## config.mk

```make
export PLATFORM = sky130hd
export DESIGN_NAME = e2g_ctrl
export DESIGN_NICKNAME = d
export VERILOG_FILES = /design/src/rtl/core/e2g_pkg.sv /design/src/rtl/core/e2g_ctrl.sv
export SDC_FILE = /design/constraint.sdc
export NUM_CORES = 1
export LEC_CHECK = 0
export ABC_CLOCK_PERIOD_IN_PS = 3620
export BUFFER_PORTS_ARGS = -buffer_cell sky130_fd_sc_hd__buf_4
export CORE_ASPECT_RATIO = 1.2
export CORE_MARGIN = 2
export CORE_UTILIZATION = 25
export DETAILED_ROUTE_END_ITERATION = 6
export GPL_TIMING_DRIVEN = 1
export SLEW_MARGIN = 20
export SYNTH_ARGS = -nofsm -noshare
export SYNTH_HDL_FRONTEND = slang
export SYNTH_SLANG_ARGS = --single-unit
```

## constraint.sdc

```tcl
create_clock -name clk -period 3.62 [get_ports clk]
set_clock_uncertainty 0.1 [all_clocks]
set_input_delay 0 -clock clk [delete_from_list [all_inputs] [get_ports clk]]
set_output_delay 0 -clock clk [all_outputs]
set_load 0.01 [all_outputs]
```

## src/rtl/core/e2g_pkg.sv

```systemverilog
// shared types, constants and tables of the ecef to geodetic core
package e2g_pkg;

    localparam int GUARD_BITS   = 16;
    localparam int CORDIC_LAST  = 30;
    localparam int DIV_LAST     = 63;
    localparam int SQRT_LAST    = 31;
    localparam int MAX_PASSES   = 16;

    localparam logic [30:0] KINV_Q31    = 31'd1304065748;
    localparam logic [22:0] EQ_RADIUS_M = 23'd6378137;
    localparam logic [32:0] E2_WGS84    = 33'd7360548640;
    localparam logic [32:0] E2_CGCS2000 = 33'd7360548676;
    localparam logic signed [33:0] QUARTER_TURN = 34'sd1073741824;

    typedef enum logic [4:0] {
        OP_NONE,
        OP_LOAD,
        OP_CORDIC_XY,
        OP_CORDIC_RZ,
        OP_PASS_BEGIN,
        OP_CORDIC_STEP,
        OP_GAIN_HI,
        OP_GAIN_LO,
        OP_GAIN_END_R,
        OP_GAIN_END_M,
        OP_SET_NC,
        OP_SIN_PREP,
        OP_NORM_STEP,
        OP_DIV_START_S,
        OP_DIV_STEP,
        OP_SET_S,
        OP_MUL_SS,
        OP_SET_S2,
        OP_MUL_E2S2,
        OP_SET_W,
        OP_SQRT_STEP,
        OP_DIV_START_INV,
        OP_MUL_AINV,
        OP_SET_V,
        OP_MUL_E2S,
        OP_SET_E2S,
        OP_MUL_VHI,
        OP_MUL_VLO,
        OP_SET_Z,
        OP_FINISH
    } dp_op_t;

    typedef struct packed {
        dp_op_t op;
    } dp_cmd_t;

    typedef struct packed {
        logic axis;
        logic step_last;
        logic z_moving;
        logic pass_cap;
        logic norm_big;
    } dp_status_t;

    typedef enum logic [4:0] {
        S_IDLE,
        S_START,
        S_LOOP,
        S_FLOAD,
        S_CSTEP,
        S_GHI,
        S_GLO,
        S_GEND,
        S_SPREP,
        S_NORM,
        S_DIVS,
        S_SETS,
        S_MSS,
        S_S2,
        S_ME2S2,
        S_SETW,
        S_SQRT,
        S_DIVI0,
        S_DIVI,
        S_MAINV,
        S_SETV,
        S_ME2S,
        S_SETE2S,
        S_MVHI,
        S_MVLO,
        S_SETZ,
        S_FINISH
    } ctrl_state_t;

    typedef enum logic [1:0] {
        PH_LON,
        PH_PASS,
        PH_FINAL
    } cordic_phase_t;

    function automatic logic [29:0] atan_entry(input logic [4:0] idx);
        logic [29:0] val;
        case (idx)
            5'd0:  val = 30'd536870912;
            5'd1:  val = 30'd316933406;
            5'd2:  val = 30'd167458907;
            5'd3:  val = 30'd85004756;
            5'd4:  val = 30'd42667331;
            5'd5:  val = 30'd21354465;
            5'd6:  val = 30'd10679838;
            5'd7:  val = 30'd5340245;
            5'd8:  val = 30'd2670163;
            5'd9:  val = 30'd1335087;
            5'd10: val = 30'd667544;
            5'd11: val = 30'd333772;
            5'd12: val = 30'd166886;
            5'd13: val = 30'd83443;
            5'd14: val = 30'd41722;
            5'd15: val = 30'd20861;
            5'd16: val = 30'd10430;
            5'd17: val = 30'd5215;
            5'd18: val = 30'd2608;
            5'd19: val = 30'd1304;
            5'd20: val = 30'd652;
            5'd21: val = 30'd326;
            5'd22: val = 30'd163;
            5'd23: val = 30'd81;
            5'd24: val = 30'd41;
            5'd25: val = 30'd20;
            5'd26: val = 30'd10;
            5'd27: val = 30'd5;
            5'd28: val = 30'd3;
            5'd29: val = 30'd1;
            5'd30: val = 30'd1;
            default: val = 30'd0;
        endcase
        return val;
    endfunction

endpackage

```

## src/rtl/core/e2g_ctrl.sv

```systemverilog
// sequencer that steps the datapath through one conversion
module e2g_ctrl (
    input  logic                 clk,
    input  logic                 rst_n,
    input  logic                 in_valid,
    output logic                 in_ready,
    output logic                 out_valid,
    input  logic                 out_ready,
    input  e2g_pkg::dp_status_t  status,
    output e2g_pkg::dp_cmd_t     cmd
);

    e2g_pkg::ctrl_state_t   state_reg, state_next;
    e2g_pkg::cordic_phase_t phase_reg, phase_next;
    logic                   out_valid_reg, out_valid_next;

    always_ff @(posedge clk or negedge rst_n)
    begin
        if (!rst_n)
        begin
            state_reg     <= e2g_pkg::S_IDLE;
            phase_reg     <= e2g_pkg::PH_LON;
            out_valid_reg <= 1'b0;
        end
        else
        begin
            state_reg     <= state_next;
            phase_reg     <= phase_next;
            out_valid_reg <= out_valid_next;
        end
    end

    always_comb
    begin
        state_next     = state_reg;
        phase_next     = phase_reg;
        out_valid_next = out_valid_reg && !out_ready;
        cmd.op         = e2g_pkg::OP_NONE;
        in_ready       = 1'b0;
        case (state_reg)
            e2g_pkg::S_IDLE:
            begin
                in_ready = 1'b1;
                if (in_valid)
                begin
                    cmd.op     = e2g_pkg::OP_LOAD;
                    state_next = e2g_pkg::S_START;
                end
            end
            e2g_pkg::S_START:
            begin
                if (status.axis)
                begin
                    state_next = e2g_pkg::S_LOOP;
                end
                else
                begin
                    cmd.op     = e2g_pkg::OP_CORDIC_XY;
                    phase_next = e2g_pkg::PH_LON;
                    state_next = e2g_pkg::S_CSTEP;
                end
            end
            e2g_pkg::S_LOOP:
            begin
                if (!status.z_moving)
                begin
                    state_next = e2g_pkg::S_FLOAD;
                end
                else if (status.pass_cap)
                begin
                    cmd.op     = e2g_pkg::OP_SET_NC;
                    state_next = e2g_pkg::S_FLOAD;
                end
                else
                begin
                    cmd.op     = e2g_pkg::OP_PASS_BEGIN;
                    phase_next = e2g_pkg::PH_PASS;
                    state_next = e2g_pkg::S_CSTEP;
                end
            end
            e2g_pkg::S_FLOAD:
            begin
                cmd.op     = e2g_pkg::OP_CORDIC_RZ;
                phase_next = e2g_pkg::PH_FINAL;
                state_next = e2g_pkg::S_CSTEP;
            end
            e2g_pkg::S_CSTEP:
            begin
                cmd.op = e2g_pkg::OP_CORDIC_STEP;
                if (status.step_last)
                begin
                    state_next = e2g_pkg::S_GHI;
                end
            end
            e2g_pkg::S_GHI:
            begin
                cmd.op     = e2g_pkg::OP_GAIN_HI;
                state_next = e2g_pkg::S_GLO;
            end
            e2g_pkg::S_GLO:
            begin
                cmd.op     = e2g_pkg::OP_GAIN_LO;
                state_next = e2g_pkg::S_GEND;
            end
            e2g_pkg::S_GEND:
            begin
                case (phase_reg)
                    e2g_pkg::PH_LON:
                    begin
                        cmd.op     = e2g_pkg::OP_GAIN_END_R;
                        state_next = e2g_pkg::S_LOOP;
                    end
                    e2g_pkg::PH_PASS:
                    begin
                        cmd.op     = e2g_pkg::OP_GAIN_END_M;
                        state_next = e2g_pkg::S_SPREP;
                    end
                    default:
                    begin
                        cmd.op     = e2g_pkg::OP_GAIN_END_M;
                        state_next = e2g_pkg::S_FINISH;
                    end
                endcase
            end
            e2g_pkg::S_SPREP:
            begin
                cmd.op     = e2g_pkg::OP_SIN_PREP;
                state_next = e2g_pkg::S_NORM;
            end
            e2g_pkg::S_NORM:
            begin
                if (status.norm_big)
                begin
                    cmd.op = e2g_pkg::OP_NORM_STEP;
                end
                else
                begin
                    cmd.op     = e2g_pkg::OP_DIV_START_S;
                    state_next = e2g_pkg::S_DIVS;
                end
            end
            e2g_pkg::S_DIVS:
            begin
                cmd.op = e2g_pkg::OP_DIV_STEP;
                if (status.step_last)
                begin
                    state_next = e2g_pkg::S_SETS;
                end
            end
            e2g_pkg::S_SETS:
            begin
                cmd.op     = e2g_pkg::OP_SET_S;
                state_next = e2g_pkg::S_MSS;
            end
            e2g_pkg::S_MSS:
            begin
                cmd.op     = e2g_pkg::OP_MUL_SS;
                state_next = e2g_pkg::S_S2;
            end
            e2g_pkg::S_S2:
            begin
                cmd.op     = e2g_pkg::OP_SET_S2;
                state_next = e2g_pkg::S_ME2S2;
            end
            e2g_pkg::S_ME2S2:
            begin
                cmd.op     = e2g_pkg::OP_MUL_E2S2;
                state_next = e2g_pkg::S_SETW;
            end
            e2g_pkg::S_SETW:
            begin
                cmd.op     = e2g_pkg::OP_SET_W;
                state_next = e2g_pkg::S_SQRT;
            end
            e2g_pkg::S_SQRT:
            begin
                cmd.op = e2g_pkg::OP_SQRT_STEP;
                if (status.step_last)
                begin
                    state_next = e2g_pkg::S_DIVI0;
                end
            end
            e2g_pkg::S_DIVI0:
            begin
                cmd.op     = e2g_pkg::OP_DIV_START_INV;
                state_next = e2g_pkg::S_DIVI;
            end
            e2g_pkg::S_DIVI:
            begin
                cmd.op = e2g_pkg::OP_DIV_STEP;
                if (status.step_last)
                begin
                    state_next = e2g_pkg::S_MAINV;
                end
            end
            e2g_pkg::S_MAINV:
            begin
                cmd.op     = e2g_pkg::OP_MUL_AINV;
                state_next = e2g_pkg::S_SETV;
            end
            e2g_pkg::S_SETV:
            begin
                cmd.op     = e2g_pkg::OP_SET_V;
                state_next = e2g_pkg::S_ME2S;
            end
            e2g_pkg::S_ME2S:
            begin
                cmd.op     = e2g_pkg::OP_MUL_E2S;
                state_next = e2g_pkg::S_SETE2S;
            end
            e2g_pkg::S_SETE2S:
            begin
                cmd.op     = e2g_pkg::OP_SET_E2S;
                state_next = e2g_pkg::S_MVHI;
            end
            e2g_pkg::S_MVHI:
            begin
                cmd.op     = e2g_pkg::OP_MUL_VHI;
                state_next = e2g_pkg::S_MVLO;
            end
            e2g_pkg::S_MVLO:
            begin
                cmd.op     = e2g_pkg::OP_MUL_VLO;
                state_next = e2g_pkg::S_SETZ;
            end
            e2g_pkg::S_SETZ:
            begin
                cmd.op     = e2g_pkg::OP_SET_Z;
                state_next = e2g_pkg::S_LOOP;
            end
            e2g_pkg::S_FINISH:
            begin
                if (!out_valid_reg || out_ready)
                begin
                    cmd.op         = e2g_pkg::OP_FINISH;
                    out_valid_next = 1'b1;
                    state_next     = e2g_pkg::S_IDLE;
                end
            end
            default:
            begin
                state_next = e2g_pkg::S_IDLE;
            end
        endcase
    end

    assign out_valid = out_valid_reg;

endmodule

```

# Word level (Yosys, flattened, before mapping)
# Cells that the tools add are included.
dict set report word_totals {
  register_bits 8
  inputBits 9
  out_inout_bits 7
  elab_cells 77
}
dict set report op_classes {
  n_eq_ne 37
  mux 27
  reduce_logical 10
}
# cell n
set ops {}
lappend ops {{$pmux 5 s27} 1}
lappend ops {{$pmux 5 s26} 1}
lappend ops {{$eq 5x5->1 const B} 11}
lappend ops {{$eq 5x4->1 const B} 8}
lappend ops {{$mux 5} 8}
lappend ops {{$eq 5x3->1 const B} 4}
lappend ops {{$ne 2x2->1 const B} 10}
lappend ops {{$eq 5x2->1 const B} 2}
lappend ops {{$pmux 5 s2} 1}
lappend ops {{$mux 3} 3}
lappend ops {{$mux 2} 4}
lappend ops {{$mux 4} 2}
lappend ops {{$reduce_and 7->1} 1}
lappend ops {{$mux 1} 6}
lappend ops {{$pmux 2 s3} 1}
lappend ops {{$eq 5x1->1 const B} 1}
lappend ops {{$logic_not 5->1} 1}
lappend ops {{$reduce_and 4->1} 1}
lappend ops {{$reduce_bool 3->1} 1}
lappend ops {{$eq 2x1->1 const B} 1}
lappend ops {{$logic_not 1->1} 2}
lappend ops {{$logic_not 2->1} 1}
lappend ops {{$reduce_or 2->1} 1}
lappend ops {{$logic_and 1x1->1} 1}
lappend ops {{$logic_or 1x1->1} 1}

# Depth between registers and ports, before layout
# Gate-level depths: netlist (run 1).
dict set report depth {
  depth_word 4
  mapped_depth 7
  ltp_nobuf 4
}

# Worst setup path after synthesis (run 1)
# Ideal clock, no wire load.
dict set report synth_timing {
  path_kind {flip-flop to flip-flop}
  startpoint {register state_reg[2]}
  endpoint {register state_reg[0]}
  setup_ns 0.103
  arrival_time_ns 1.677
  t_required_ns 3.417
  slack_ns 1.740
  stages_incl_launch_ff 6
  path_buffers 1
  period_less_slack_ns 1.880
  path_cell_list {dfrtp_1 -> buf_6 -> nor4b_4 -> o31a_1 -> or4_4 -> o41ai_2}
}
dict set report synth_between {
  elab_chain_len 3
  elab_cells_between_ends 36
  cone_classes {eq/ne (33); mux (1); reduce/logical (2)}
}
# element line_no
set synth_lines {}
lappend synth_lines {{start: declaration} e2g_ctrl.sv:13} ;# e2g_pkg::ctrl_state_t state_reg, state_next;
lappend synth_lines {{start signal: assignment} e2g_ctrl.sv:21} ;# state_reg <= e2g_pkg::S_IDLE;
lappend synth_lines {{start signal: assignment} e2g_ctrl.sv:27} ;# state_reg <= state_next;
lappend synth_lines {{$eq 5x5->1 (tied with other cells)} e2g_ctrl.sv:40} ;# case (state_reg)
lappend synth_lines {{$ne 2x2->1 (no line)} -}
lappend synth_lines {{$reduce_and 7->1 (no line)} -}
# Several ways; a longest one is shown, not always the timed one.
# A chain may end at the register's enable or synchronous reset.

# Worst setup path after layout (run 1)
dict set report layout_timing {
  startpoint {register state_reg[4]}
  endpoint {register state_reg[0]}
}
# The elaborated chain is that of the path after synthesis.

==> results_dict.tcl, run 1 <==
set metrics [dict create \
    status "finished, final reports clean" \
    fill_cells 469 \
    post-route-min-period_ns 2.53 \
    grt_pass1_wl_um 4780 \
    std_cell_rows 26 \
    dp_worst_setup_slack_ns 1.11 \
    drt-vias-per-instance 5.66 \
    post-cts-setup-buffer-count 0 \
    ys_seq_area_share_pct 18.4 \
    vdd_drop_max_uv 258 \
    yosys_warnings 0 \
    numCtsBuffers 3 \
    initial_utilization_pct 25.7 \
    synth_area_leaders "dfrtp_1, o21ai_0, a21oi_1, nor3b_1, o31ai_1" \
    worst_slew_pin_slew_ns 0.973 \
    period_share_pct 70.0 \
    wirelength_um 2970 \
    finalPower_mw 1.18 \
    h-tree-depth 1 \
    cts.sinks 8 \
    dp_hpwl_um 2100 \
    final_cell_mix "buf_4, o21ai_0, a21oi_1, nor2_1, dfrtp_1" \
    setup_tns_ns 0 \
    synthCells 145 \
    whs_path_depth 3 \
    setup_viol 0 \
    critPathRequiredTime_ns 3.64 \
    drtIter0Drc 80 \
    place_congestion 0.819 \
    drtAntennaViolNets 0 \
    cap_violations 0 \
    drv_slew 0 \
    p_leak_nw 0.470 \
    grt_max_degree 35 \
    grt_setup_unrepaired "no" \
    max_freq_ghz 0.395 \
    largest_reg_flops 5 \
    relSlewSlack_pct 35.1 \
    clockRootBuffer "clkbuf_8" \
    syn_avg_cell_area_sq_um 7.49 \
    overflow 0 \
    synth_cell_type_count 49 \
    hold_violations 0 \
    vias 1171 \
    post_drt_wl_per_cell_um 14.4 \
    antenna_found_initial 0 \
    clock_path_buffers 2 \
    p_per_area_nw_per_um2 930 \
    synth_edf_count 0 \
    area_growth_pct 16.5 \
    cts_resized 0 \
    diodes 0 \
    crit_path_end_kind "flip-flop" \
    track_usage_pct 11.8 \
    synth_seq_cells 8 \
    synth_area_leader_cell "dfrtp_1" \
    synth_nets 154 \
    portBuffers 15 \
    first_pass_iters 4 \
    grt_pass1_vias 989 \
    drc 0 \
    die_y_um 76.2 \
    syn_area_sq_um 1090 \
    fin_nets 162 \
    arrival_ns 2.55 \
    die-area_sq_um 4890 \
    clk_pin_slew_worst_paths_ns 0.04 \
    fp.dieW_um 64.2 \
    cts_tree "yes" \
    clock_latency_ns 0.23 \
    final_common_cell "buf_4" \
    async_reset_ff_share_pct 100 \
    synth_flop_cell "dfrtp_1" \
    start_kind "flip-flop" \
    cp_max_fo 31 \
    setup_ws_ns 1.09 \
    reg2reg_depth 4 \
    layout-drive-gt1-share_pct 17.9 \
    yosys.area.top_type_share_pct 18.4 \
    path_class "flip-flop to flip-flop" \
    core-area_sq_um 4230 \
    hp-class "input pin to flip-flop" \
    io_pins 16 \
]
## per-stage QoR
stage          instances  util [%]  cell area (sq um)  hold WS (ns)
2_1_floorplan        145         -               1090        -0.396
3_3_place_gp         201      28.2               1190        -0.276
3_5_place_dp         201      28.2               1190        -0.273
4_1_cts              207      29.9               1260       0.00789
5_1_grt              207      29.9               1260        0.0388
6_report             207      29.9               1260       0.00939
## report_power, final
part           internal (mW)  switching, mW  leakage, nW
Combinational          0.379          0.375        0.352
Clock                 0.0718         0.0327       0.0216
Sequential             0.126          0.192       0.0966
Total                  0.577          0.600        0.470
## area by class of cell
class / instances / area (sq um) / area share (%)
Sequential cell: 8 / 200 / 15.8
Tap cell: 56 / 70.1 / 5.54
Multi-Input combinational cell: 114 / 773 / 61.1
Inverter: 6 / 22.5 / 1.78
Clock buffer: 3 / 41.3 / 3.26
Timing Repair Buffer: 20 / 158 / 12.5
## per-layer routing
layer,part of all wire (%),wire length (um),global-route usage (%)
met5,0,0,0
met4,1.5,44,3.62
met3,6.6,196,1.92
met2,45,1350,17.5
met1,47,1390,17.2
## cells by family (layout without fill, tap and decap cells)
logic type	count (synthesis)	in the layout	share of synthesized area, %
AO/OA/AOI/OAI	59	59	37.0
flip-flops	8	8	18.4
multiplexers	2	2	1.96
XOR/XNOR	1	1	0.807
buffers and inverters	23	29	10.4
AND/OR/NAND/NOR	52	52	31.4
## synth_stat cells (4+ instances only)
library cell	count
dfrtp_1	8
nor3b_1	6
o31ai_1	6
nand2b_1	7
clkbuf_1	10
nor3_1	4
nor4_1	4
a21oi_1	12
nor2_1	8
inv_1	5
o21ai_0	15
## path summary, 6_finish.rpt
kind                              start  slack [ns]      endpoint
hold reg to reg               out_valid        0.44     out_valid
setup / recovery           state_reg[4]        1.09  state_reg[0]
min in group asynchronous         rst_n        0.03  state_reg[2]
hold / removal                status[4]       0.009  phase_reg[0]
max in group asynchronous         rst_n        3.26  state_reg[3]
setup reg to reg           state_reg[4]        1.09  state_reg[0]
## worst max-delay path, stage by stage (launching register included)
cell and delay (ns):
dfrtp_1 0.95, and2b_1 0.30, and3_1 0.20, or4_4 0.55, o41ai_2 0.32
## what timing repair did
action                     CTS  global route
setup endpoints to repair    0             0
hold endpoints to repair    10             0
hold buffers                 3             0
Note: power is estimated with default switching activity, not from simulation.
==> run 2, diff against run 1 <==
- ABC_CLOCK_PERIOD_IN_PS: 3620 -> 2500
- clock period: 3.62 -> 2.5 ns (I/O delays scaled with it)
==> results_dict.tcl, run 2 (synthesis gave the netlist of run 1 again) <==
set metrics [dict create \
    status "finished, final reports clean" \
    drtAntennaViolNets 0 \
    period_share_pct 85.1 \
    grt_setup_unrepaired "no" \
    placed_cells 206 \
    clock_path_buffers 2 \
    worst_slew_pin_slew_ns 0.518 \
    crit_path_end_kind "flip-flop" \
    final_cell_mix "buf_4, o21ai_0, a21oi_1, nor2_1, dfrtp_1" \
    dp_hpwl_um 2190 \
    crit_chain "nor4_1, nor3b_1, nor4_1, mux2_2" \
    cap_violations 0 \
    die-area_sq_um 4890 \
    path_class "flip-flop to flip-flop" \
    initial_utilization_pct 25.7 \
    cts_tree "yes" \
    crit_top_cell "nor4_1" \
    area_growth_pct 20.9 \
    relSlewSlack_pct 65.1 \
    drv_slew 0 \
    fp.dieW_um 64.2 \
    std_cell_rows 26 \
    critPathRequiredTime_ns 2.52 \
    cts_resized 0 \
    overflow 0 \
    power.internal_mw 0.877 \
    h-tree-depth 1 \
    p_per_area_nw_per_um2 1340 \
    placed_area_sq_um 1230 \
    post-cts-setup-buffer-count 0 \
    arrival_ns 2.14 \
    setup_viol 0 \
    clock_latency_ns 0.23 \
    pwr-share-clk_pct 9.0 \
    cts.sinks 8 \
    hold_buffers 4 \
    post-route-min-period_ns 2.13 \
    largest_reg_flops 5 \
    numCtsBuffers 3 \
    place_congestion 0.880 \
    drtIter0Drc 38 \
    critical_path.slowest_cell "nor4_1" \
    seq_power_share_pct 18.1 \
    multiInputGateArea_sq_um 773 \
    clockRootBuffer "clkbuf_8" \
    antenna_found_initial 0 \
    wirelength_um 2970 \
    drc 0 \
    final_common_cell "buf_4" \
    fin_nets 168 \
    hold_violations 0 \
    hp-class "input pin to async pin" \
    max_freq_ghz 0.470 \
    fill_cells 478 \
    clk_pin_slew_worst_paths_ns 0.04 \
    first_pass_iters 4 \
    post_drt_wl_per_cell_um 14.0 \
    fin_cells 213 \
    vdd_drop_max_uv 421 \
    start_kind "flip-flop" \
    grt_pass1_wl_um 5110 \
    setup_tns_ns 0 \
    die_y_um 76.2 \
    crit_path_max_incr_delay_ns 0.55 \
    io_pins 16 \
    layout-drive-gt1-share_pct 20.4 \
    track_usage_pct 12.6 \
    sw_frac_of_total_pct 49.9 \
    p_leak_nw 0.500 \
    drt-vias-per-instance 5.53 \
    power_frac_comb_pct 72.9 \
    p_sw_mw 0.875 \
    final-seq-area_sq_um 200 \
    grt_max_degree 27 \
    stdcell_area_sq_um 1310 \
    portBuffers 15 \
    vias 1178 \
    diodes 0 \
    core-area_sq_um 4230 \
    cp_max_fo 15 \
    grt_pass1_vias 1041 \
]
## run 2: layout make-up
class,instances,area share [%]
flip-flops and latches,8,15.3
multi-input cells,114,58.9
inverters,6,1.72
well taps,56,5.34
repair buffers,26,15.6
clock buffers,3,3.15
## run 2: per-stage QoR
step	util (%)	power (mW)	hold WS, ns	setup WS [ns]
after detailed placement	29.1	1.59	-0.273	0.382
final	31.0	1.75	0.0282	0.372
after floorplan	-	1.26	-0.396	0.620
after CTS	31.0	1.76	0.0274	0.366
after global placement	29.1	1.59	-0.275	0.390
after global routing	31.0	1.92	0.0453	0.213
## run 2: final timing paths
check,from,end,slack [ns],cells after the start
setup / recovery,state_reg[2],state_reg[4],0.37,4
hold / removal,rst_n,state_reg[4],0.03,2
setup reg to reg,state_reg[2],state_reg[4],0.37,4
hold reg to reg,out_valid,out_valid,0.43,2
max in group asynchronous,rst_n,state_reg[2],2.14,2
min in group clk,status[1],phase_reg[1],0.12,5
## run 2: worst max-delay path: cells and delay by family, from the launching register on
kind	cells	cell delay, ns
flops	1	0.52
simple gates	3	1.10
mux	1	0.29
## run 2: power by group through the flow
stage | registers [mW] | clock network [mW] | logic (mW)
6_report | 0.317 | 0.158 | 1.28
5_1_grt | 0.332 | 0.170 | 1.42
4_1_cts | 0.317 | 0.163 | 1.28
3_5_place_dp | 0.318 | 0 | 1.27
3_3_place_gp | 0.313 | 0 | 1.27
2_1_floorplan | 0.226 | 0 | 1.04
## run 2: per-layer routing
metal / GRT usage, % / share of wire (%) / up-vias
met1: 18.6 / 48 / 566
met2: 19.2 / 47 / 29
met3: 1.48 / 4.0 / 2
met5: 0 / 0 / -
li1: - / - / 581
met4: 3.19 / 0.57 / 0
